===== config.mk =====
export PLATFORM = sky130hd
export DESIGN_NAME = atan2_turns_approximation
export DESIGN_NICKNAME = d
export VERILOG_FILES = /design/src/rtl/a2t_pkg.sv /design/src/rtl/a2t_front.sv /design/src/rtl/a2t_div.sv /design/src/rtl/a2t_poly.sv /design/src/rtl/atan2_turns_approximation.sv
export VERILOG_INCLUDE_DIRS = /design/src /design/src/rtl
export SDC_FILE = /design/constraint.sdc
export NUM_CORES = 2
export LEC_CHECK = 0
export BUFFER_PORTS_ARGS = -buffer_cell sky130_fd_sc_hd__clkbuf_2
export CORE_UTILIZATION = 60
export CTS_CLUSTER_DIAMETER = 60
export DETAILED_ROUTE_END_ITERATION = 12
export PLACE_DENSITY = 0.84
export SETUP_SLACK_MARGIN = 0.15
export SLEW_MARGIN = 20
export SYNTH_ARGS = -nofsm -noshare
export SYNTH_HDL_FRONTEND = slang
export SYNTH_SLANG_ARGS = --single-unit
export TNS_END_PERCENT = 20

===== constraint.sdc =====
create_clock -name i_clk -period 8.63 [get_ports i_clk]
set_clock_uncertainty 0.05 [all_clocks]
set_input_delay 0.4315 -clock i_clk [delete_from_list [all_inputs] [get_ports i_clk]]
set_output_delay 0.4315 -clock i_clk [all_outputs]
set_load 0.03 [all_outputs]

===== src/rtl/atan2_turns_approximation_macros.svh =====
// Assertion macros shared by the angle pipeline modules.
`ifndef ATAN2_TURNS_APPROXIMATION_MACROS_SVH
`define ATAN2_TURNS_APPROXIMATION_MACROS_SVH

// Same-cycle implication, checked only out of reset.
`define A2T_CHECK(label, ante, cons, msg) \
    label: assert property (@(posedge i_clk) disable iff (!i_rst_n) (ante) |-> (cons)) \
        else $error(msg);

// Next-cycle implication, checked only out of reset.
`define A2T_CHECK_NEXT(label, ante, cons, msg) \
    label: assert property (@(posedge i_clk) disable iff (!i_rst_n) (ante) |=> (cons)) \
        else $error(msg);

`endif


===== src/rtl/a2t_pkg.sv =====
// Shared types and constants of the atan2 angle pipeline.
package a2t_pkg;

    localparam int IN_W      = 16;
    localparam int MAG_W     = 17;
    localparam int Q_W       = 17;
    localparam int FRAC_BITS = 16;
    localparam int ANG_W     = 16;
    localparam int P1_W      = 29;
    localparam int INNER_W   = 14;
    localparam int P2_W      = 31;
    localparam int BASE_W    = 15;

    localparam logic [INNER_W-1:0] COEF_A       = 14'd8192;
    localparam logic [11:0]        COEF_B       = 12'd2847;
    localparam logic [Q_W:0]       Q_ONE        = 18'd65536;
    localparam logic [ANG_W-1:0]   TURN_QUARTER = 16'd16384;
    localparam logic [ANG_W-1:0]   TURN_HALF    = 16'd32768;

    // Per-item flags carried alongside the data.
    typedef struct packed {
        logic zero;     // origin
        logic oct_lo;   // |x| >= |y|
        logic xneg;
        logic yneg;
    } t_side;

endpackage


===== src/rtl/a2t_front.sv =====
// Input stage: magnitudes, max/min sort and octant flags.
module a2t_front (
    input  logic                         i_clk,
    input  logic                         i_rst_n,
    input  logic                         i_valid,
    output logic                         o_stall,
    input  logic [a2t_pkg::IN_W-1:0]     i_y_coord,
    input  logic [a2t_pkg::IN_W-1:0]     i_x_coord,
    output logic                         o_valid,
    input  logic                         i_stall,
    output logic [a2t_pkg::MAG_W-1:0]    o_mx,
    output logic [a2t_pkg::MAG_W-1:0]    o_mn,
    output a2t_pkg::t_side               o_side
);

    logic                         r_v;
    logic [a2t_pkg::MAG_W-1:0]    r_mx, r_mn;
    a2t_pkg::t_side               r_side;
    logic [a2t_pkg::MAG_W-1:0]    w_ay, w_ax;
    logic                         w_en;

    // -32768 maps to 32768, kept exactly in 17 bits
    assign w_ay = i_y_coord[a2t_pkg::IN_W-1]
                ? a2t_pkg::MAG_W'(a2t_pkg::Q_ONE[a2t_pkg::MAG_W-1:0] - {1'b0, i_y_coord})
                : {1'b0, i_y_coord};
    assign w_ax = i_x_coord[a2t_pkg::IN_W-1]
                ? a2t_pkg::MAG_W'(a2t_pkg::Q_ONE[a2t_pkg::MAG_W-1:0] - {1'b0, i_x_coord})
                : {1'b0, i_x_coord};

    assign w_en    = !r_v || !i_stall;
    assign o_stall = !w_en;

    always_ff @(posedge i_clk) begin
        if (!i_rst_n) begin
            r_v <= 1'b0;
        end else if (w_en) begin
            r_v <= i_valid;
        end
    end

    always_ff @(posedge i_clk) begin
        if (w_en) begin
            r_mx          <= (w_ax > w_ay) ? w_ax : w_ay;
            r_mn          <= (w_ax > w_ay) ? w_ay : w_ax;
            r_side.zero   <= (w_ax == '0) && (w_ay == '0);
            r_side.oct_lo <= (w_ax >= w_ay);
            r_side.xneg   <= i_x_coord[a2t_pkg::IN_W-1];
            r_side.yneg   <= i_y_coord[a2t_pkg::IN_W-1];
        end
    end

    assign o_valid = r_v;
    assign o_mx    = r_mx;
    assign o_mn    = r_mn;
    assign o_side  = r_side;

`include "atan2_turns_approximation_macros.svh"

    `A2T_CHECK(a_sorted, r_v, r_mn <= r_mx, "front: min above max")

endmodule


===== src/rtl/a2t_div.sv =====
// Pipelined restoring divider: one quotient bit of min*2^16/max per stage.
module a2t_div (
    input  logic                         i_clk,
    input  logic                         i_rst_n,
    input  logic                         i_valid,
    output logic                         o_stall,
    input  logic [a2t_pkg::MAG_W-1:0]    i_mx,
    input  logic [a2t_pkg::MAG_W-1:0]    i_mn,
    input  a2t_pkg::t_side               i_side,
    output logic                         o_valid,
    input  logic                         i_stall,
    output logic [a2t_pkg::Q_W-1:0]      o_ratio,
    output a2t_pkg::t_side               o_side
);

    localparam int N = a2t_pkg::Q_W;

    logic [N-1:0]                 r_v;
    logic [a2t_pkg::MAG_W-1:0]    r_rem  [N];
    logic [a2t_pkg::MAG_W-1:0]    r_mx   [N];
    logic [a2t_pkg::Q_W-1:0]      r_q    [N];
    a2t_pkg::t_side               r_side [N];

    logic [a2t_pkg::MAG_W-1:0]    n_rem  [N];
    logic [a2t_pkg::MAG_W-1:0]    n_mx   [N];
    logic [a2t_pkg::Q_W-1:0]      n_q    [N];
    a2t_pkg::t_side               n_side [N];
    logic [N-1:0]                 n_v;
    logic [N:0]                   w_en;

    // bubbles collapse: a stage moves when empty or when the next one moves
    always_comb begin
        w_en[N] = !i_stall;
        for (int k = N - 1; k >= 0; k--) begin
            w_en[k] = !r_v[k] || w_en[k+1];
        end
    end
    assign o_stall = !w_en[0];

    // first stage compares min itself (top quotient bit, set only when min == max);
    // later stages shift the partial remainder, which stays below max unless max is zero
    always_comb begin
        logic [a2t_pkg::MAG_W-1:0] trial;
        logic [a2t_pkg::Q_W-1:0]   q_in;
        logic                      ge;
        for (int k = 0; k < N; k++) begin
            if (k == 0) begin
                trial     = i_mn;
                q_in      = '0;
                n_mx[k]   = i_mx;
                n_side[k] = i_side;
                n_v[k]    = i_valid;
            end else begin
                trial     = {r_rem[k-1][a2t_pkg::MAG_W-2:0], 1'b0};
                q_in      = r_q[k-1];
                n_mx[k]   = r_mx[k-1];
                n_side[k] = r_side[k-1];
                n_v[k]    = r_v[k-1];
            end
            ge       = (trial >= n_mx[k]);
            n_rem[k] = ge ? a2t_pkg::MAG_W'(trial - n_mx[k]) : trial;
            n_q[k]   = {q_in[a2t_pkg::Q_W-2:0], ge};
        end
    end

    always_ff @(posedge i_clk) begin
        if (!i_rst_n) begin
            r_v <= '0;
        end else begin
            for (int k = 0; k < N; k++) begin
                if (w_en[k]) begin
                    r_v[k] <= n_v[k];
                end
            end
        end
    end

    always_ff @(posedge i_clk) begin
        for (int k = 0; k < N; k++) begin
            if (w_en[k]) begin
                r_rem[k]  <= n_rem[k];
                r_mx[k]   <= n_mx[k];
                r_q[k]    <= n_q[k];
                r_side[k] <= n_side[k];
            end
        end
    end

    assign o_valid = r_v[N-1];
    assign o_ratio = r_q[N-1];
    assign o_side  = r_side[N-1];

`include "atan2_turns_approximation_macros.svh"

    `A2T_CHECK(a_ratio_max, r_v[N-1] && !r_side[N-1].zero, {1'b0, r_q[N-1]} <= a2t_pkg::Q_ONE, "div: ratio above one")
    `A2T_CHECK(a_rem_below, r_v[N-1] && !r_side[N-1].zero, r_rem[N-1] < r_mx[N-1], "div: remainder not reduced")
    `A2T_CHECK_NEXT(a_advance, r_v[0] && w_en[0] && w_en[1], r_mx[1] == $past(r_mx[0]), "div: stage lost its divisor")

endmodule


===== src/rtl/a2t_poly.sv =====
// Octant polynomial (two multiply stages) and quadrant fold into the output register.
module a2t_poly (
    input  logic                         i_clk,
    input  logic                         i_rst_n,
    input  logic                         i_valid,
    output logic                         o_stall,
    input  logic [a2t_pkg::Q_W-1:0]      i_ratio,
    input  a2t_pkg::t_side               i_side,
    output logic                         o_valid,
    input  logic                         i_stall,
    output logic [a2t_pkg::ANG_W-1:0]    o_angle_turns
);

    logic                            r1_v, r2_v, r3_v;
    logic [a2t_pkg::Q_W-1:0]         r1_ratio;
    logic [a2t_pkg::P1_W-1:0]        r1_prod;
    a2t_pkg::t_side                  r1_side, r2_side;
    logic [a2t_pkg::P2_W-1:0]        r2_prod;
    logic [a2t_pkg::ANG_W-1:0]       r3_angle;

    logic                            w_en1, w_en2, w_en3;
    logic [a2t_pkg::Q_W-1:0]         w_comp;
    logic [a2t_pkg::INNER_W-1:0]     w_inner;
    logic [a2t_pkg::BASE_W-1:0]      w_base;
    logic [a2t_pkg::ANG_W-1:0]       n_oct, n_half, n_angle;

    assign w_en3   = !r3_v || !i_stall;
    assign w_en2   = !r2_v || w_en3;
    assign w_en1   = !r1_v || w_en2;
    assign o_stall = !w_en1;

    // 1 - ratio, then 2847 * (1 - ratio)
    assign w_comp  = a2t_pkg::Q_W'(a2t_pkg::Q_ONE - {1'b0, i_ratio});
    // 1/8 + truncated coefficient term
    assign w_inner = a2t_pkg::COEF_A
                   + a2t_pkg::INNER_W'(r1_prod[a2t_pkg::P1_W-1:a2t_pkg::FRAC_BITS]);
    assign w_base  = r2_prod[a2t_pkg::P2_W-1:a2t_pkg::FRAC_BITS];

    // reflect into octant, left half plane, lower half plane (mod 2^16)
    always_comb begin
        n_oct   = r2_side.oct_lo ? a2t_pkg::ANG_W'(w_base)
                                 : a2t_pkg::ANG_W'(a2t_pkg::TURN_QUARTER - a2t_pkg::ANG_W'(w_base));
        n_half  = r2_side.xneg ? a2t_pkg::ANG_W'(a2t_pkg::TURN_HALF - n_oct) : n_oct;
        n_angle = r2_side.yneg ? a2t_pkg::ANG_W'(16'd0 - n_half) : n_half;
        if (r2_side.zero) begin
            n_angle = '0;
        end
    end

    always_ff @(posedge i_clk) begin
        if (!i_rst_n) begin
            r1_v <= 1'b0;
            r2_v <= 1'b0;
            r3_v <= 1'b0;
        end else begin
            if (w_en1) begin
                r1_v <= i_valid;
            end
            if (w_en2) begin
                r2_v <= r1_v;
            end
            if (w_en3) begin
                r3_v <= r2_v;
            end
        end
    end

    always_ff @(posedge i_clk) begin
        if (w_en1) begin
            r1_ratio <= i_ratio;
            r1_prod  <= a2t_pkg::P1_W'(a2t_pkg::COEF_B * w_comp);
            r1_side  <= i_side;
        end
        if (w_en2) begin
            r2_prod <= a2t_pkg::P2_W'(r1_ratio * w_inner);
            r2_side <= r1_side;
        end
        if (w_en3) begin
            r3_angle <= n_angle;
        end
    end

    assign o_valid       = r3_v;
    assign o_angle_turns = r3_angle;

`include "atan2_turns_approximation_macros.svh"

    `A2T_CHECK(a_base_octant, r2_v && !r2_side.zero, w_base <= a2t_pkg::BASE_W'(a2t_pkg::COEF_A), "poly: base past one eighth turn")

endmodule


===== src/rtl/atan2_turns_approximation.sv =====
// Top level of the four-quadrant atan2 pipeline, angle in turns.
// The block takes a signed 16-bit vector (y, x) and returns its angle as an
// unsigned Q0.16 fraction of a full turn (16384 = quarter turn, 32768 = half,
// 0 along +x, 0 for the origin). Flow: one register stage forms |x|, |y| and
// sorts them; a 17-stage restoring divider produces r = floor(min*2^16/max),
// one quotient bit per stage (r = 65536 when |x| = |y|); two multiply stages
// evaluate r*(1/8 + 2847/65536*(1-r)) with truncation; the last stage folds
// the octant value into the right octant/quadrant and holds the result in the
// output register. One item enters per clock while o_stall is low
// (throughput 1 item/cycle). Every stage moves on its own valid bit, so
// bubbles collapse and a stalled output still lets upstream stages fill.
// The longest per-stage logic is one 17-bit compare/subtract in the
// divider or one 17x14 multiply in the polynomial.
module atan2_turns_approximation (
    input  logic         i_clk,
    input  logic         i_rst_n,
    // input item
    input  logic         i_valid,
    output logic         o_stall,
    input  logic [15:0]  i_y_coord,
    input  logic [15:0]  i_x_coord,
    // result item
    output logic         o_valid,
    input  logic         i_stall,
    output logic [15:0]  o_angle_turns
);

    // front -> divider
    logic                         w_fr_valid, w_fr_stall;
    logic [a2t_pkg::MAG_W-1:0]    w_fr_mx, w_fr_mn;
    a2t_pkg::t_side               w_fr_side;

    // divider -> polynomial
    logic                         w_dv_valid, w_dv_stall;
    logic [a2t_pkg::Q_W-1:0]      w_dv_ratio;
    a2t_pkg::t_side               w_dv_side;

    a2t_front u_front (
        .i_clk     (i_clk),
        .i_rst_n   (i_rst_n),
        .i_valid   (i_valid),
        .o_stall   (o_stall),
        .i_y_coord (i_y_coord),
        .i_x_coord (i_x_coord),
        .o_valid   (w_fr_valid),
        .i_stall   (w_fr_stall),
        .o_mx      (w_fr_mx),
        .o_mn      (w_fr_mn),
        .o_side    (w_fr_side)
    );

    a2t_div u_div (
        .i_clk   (i_clk),
        .i_rst_n (i_rst_n),
        .i_valid (w_fr_valid),
        .o_stall (w_fr_stall),
        .i_mx    (w_fr_mx),
        .i_mn    (w_fr_mn),
        .i_side  (w_fr_side),
        .o_valid (w_dv_valid),
        .i_stall (w_dv_stall),
        .o_ratio (w_dv_ratio),
        .o_side  (w_dv_side)
    );

    // polynomial, fold and the output register
    a2t_poly u_poly (
        .i_clk         (i_clk),
        .i_rst_n       (i_rst_n),
        .i_valid       (w_dv_valid),
        .o_stall       (w_dv_stall),
        .i_ratio       (w_dv_ratio),
        .i_side        (w_dv_side),
        .o_valid       (o_valid),
        .i_stall       (i_stall),
        .o_angle_turns (o_angle_turns)
    );

endmodule

==> metrics.yaml <==
sta:
  rsz0062_at_grt: "no"
  fin_setup_tns_ns: 0
  setup-violations-final: 0
  whs_ns: 0.1653
  fmax_mhz: 131.3
  slew_violations: 0
  hold_violations: 0
  worstMarginPinSlew_ns: 1.109
  min_period_over_period_pct: 88.23
  layout_min_cycle_time_ns: 7.614
  slew_headroom_pct: 25.38
worst_setup_path:
  crit_path_max_fanout: 10
  arrival_ns: 7.96
  end_kind: "flop"
  crit_path_max_incr_delay_ns: 0.95
  r2r_cells: 25
  ff2ff_setup_slack_ns: 1.02
  critical_path.most_common_cell: "inv_1"
  reg2reg_to: "u_poly.r1_prod[28]"
  cp.required_ns: 8.98
  crit_type: "flop to flop"
  start_kind: "flop"
  r2r_start: "u_div.r_q[0][272]"
  cpMaxStageDelayCell: "nor4_1"
placement:
  dp.cells: 5888
  postPlaceCellArea_sq_um: 57340
  portBuffers: 53
  place.gp.congestion: 0.9205
  hpwlAfterDp_um: 84030
clock_network:
  post_cts_buffers: 0
  clock-sinks: 877
  cts_tree: "yes"
  postCtsHoldBufs: 2
  worstSkewPairLatency_ns: 0.66
  cts_buffers: 90
  cts_buffer_depth: 3
  htree_levels: 3
  post_cts_resized: 0
  clk_pin_slew_ns: 0.06
  root_buffer: "clkbuf_16"
floorplan:
  die_w_um: 306.6
  rows: 111
  start_util_pct: 60.62
  ioPinCount: 54
  core_sq_um: 91800
  die_h_um: 306.6
  die_area_sq_um: 93980
routing:
  dr_total_vias: 34720
  drtIter0Drc: 2286
  final_antenna_net_count: 0
  detail_route.wl_per_cell_um: 18.58
  vias_per_cell: 5.735
  firstDrtPassIters: 6
  wl_um: 112500
  drcViolationCount: 0
layout:
  final_area_sq_um: 60400
  instances_no_fill: 6054
  final_cell_mix: "856 x edfxtp_1, 735 x inv_1, 505 x ha_1"
  n_antenna_cell: 0
  mostFrequentLayoutCell: "edfxtp_1"
  area_delta_synth_final_pct: 8.523
  drive_above_1_share_pct: 9.478
  fin_nets: 5550
global_route:
  grt_pass1_vias: 36240
  overflow: 0
  grt_max_degree: 56
  grt_use_total_pct: 24.50
  antenna_found_initial: 0
  grt_pass1_wl_um: 183200
synthesis:
  postSynth.asyncResetShare_pct: 0
  yosysTopAreaCellShare_pct: 46.19
  ys.flop_type: "edfxtp_1"
  yosysWarningCount: 0
  synth_cell_types: 84
  ys_ff_latch: 877
  synth_top_area_cell: "edfxtp_1"
  ys_top_cells_by_area: "edfxtp_1 46%, ha_1 11%, fa_1 9.7%"
  synth.avg_cell_area_sq_um: 11.98
  synth_area_sq_um: 55650
  syn_inst: 4645
  synth_edf_count: 856
  ys_seq_area_share_pct: 46.94
job:
  drv_cap: 0
min_path:
  min_to: "u_front.o_side[0]"
  holdPathStages: 1
  min_from: "i_y_coord[15]"
  worstHoldPathType: "input port to flop"
run_status:
  status: "finished, final reports clean"
[sequential cells by signal (all words and copies together), names as in the netlist, 4 cells and up]
register / flops
u_front.o_mn: 17
u_div.r_rem: 256
u_div.r_v: 17
u_front.o_mx: 17
u_poly.r2_side: 4
u_poly.r2_prod: 15
u_poly.o_angle_turns: 16
u_poly.r1_ratio: 16
u_poly.r1_side: 4
u_front.o_side: 4
u_div.r_side: 68
u_poly.r1_prod: 14
u_div.r_mx: 272
u_div.r_q: 153
[routing by layer]
metal  global-route usage (%)  vias up  wire length, um
li1                         -    16430                -
met1                    29.38    16930            44780
met2                    44.15     1041            57350
met3                    3.232      320             5284
met4                    10.57        0             5053
met5                        0        -                0
[critical path, delay by kind of cell, from the launching register on]
| family | cells | cell delay (ns) |
|---|---|---|
| fa+ha+maj | 6 | 2.61 |
| compound gates | 6 | 1.25 |
| flops | 1 | 0.57 |
| xor+xnor | 2 | 0.64 |
| buf+inv | 6 | 0.65 |
| simple gates | 5 | 1.58 |
[worst max path at each step]
stage	endpoint	from	slack [ns]
6_report	u_poly.r1_prod[28]	u_div.r_q[0][272]	1.02
5_1_grt	u_poly.r1_prod[28]	u_div.r_q[0][272]	0.60
4_1_cts	u_poly.r1_prod[28]	u_div.r_q[0][272]	1.07
3_5_place_dp	u_poly.r1_prod[28]	u_div.r_q[0][272]	1.26
3_3_place_gp	u_poly.r1_prod[28]	u_div.r_q[0][272]	1.43
2_1_floorplan	u_poly.r1_prod[28]	u_div.r_q[0][272]	2.32
[cells in the mapped netlist (86+ instances only)]
cell type  instances
inv_1            739
and2_1            99
nand2_1          259
ha_1             505
a21oi_1          170
xnor2_1          195
edfxtp_1         856
nor2b_1           86
fa_1             270
a21o_1            88
o21ai_0          114
xor2_1           106
nor2_1           181
mux2_2           198
[final cells by class]
cell class,instances,area [sq um]
inverter,739,2776
tap,1243,1555
timing repair buffer,75,435.4
multi-input combinational,2956,26490
fill,6398,31400
clock buffer,114,2466
clock inverter,50,553.0
sequential,877,26130
[cell families (layout without fill, tap and decap cells)]
| kind of cell | Yosys count | in the layout | synth area share, % |
|---|---|---|---|
| xor gates and xnor gates | 303 | 303 | 4.795 |
| adders and majority gates | 775 | 775 | 21.07 |
| muxes | 262 | 262 | 5.182 |
| other | 2 | 4 | 0.01349 |
| AOI/OAI and AO/OA | 651 | 651 | 7.684 |
| DFF | 877 | 877 | 46.94 |
| buffers and inverters | 814 | 978 | 5.557 |
| and+or+nand+nor | 961 | 961 | 8.761 |
[per-stage QoR]
| stage | utilization, % | setup WS, ns |
|---|---|---|
| floorplan | - | 2.319 |
| global placement | 62.46 | 1.432 |
| detailed placement | 62.46 | 1.262 |
| CTS | 65.77 | 1.067 |
| global route | 65.79 | 0.5994 |
| finish | 65.79 | 1.016 |
Power is left out: the tool's default activity adds up to more than one toggle a clock period on the data nets, which glitch-free logic cannot reach.
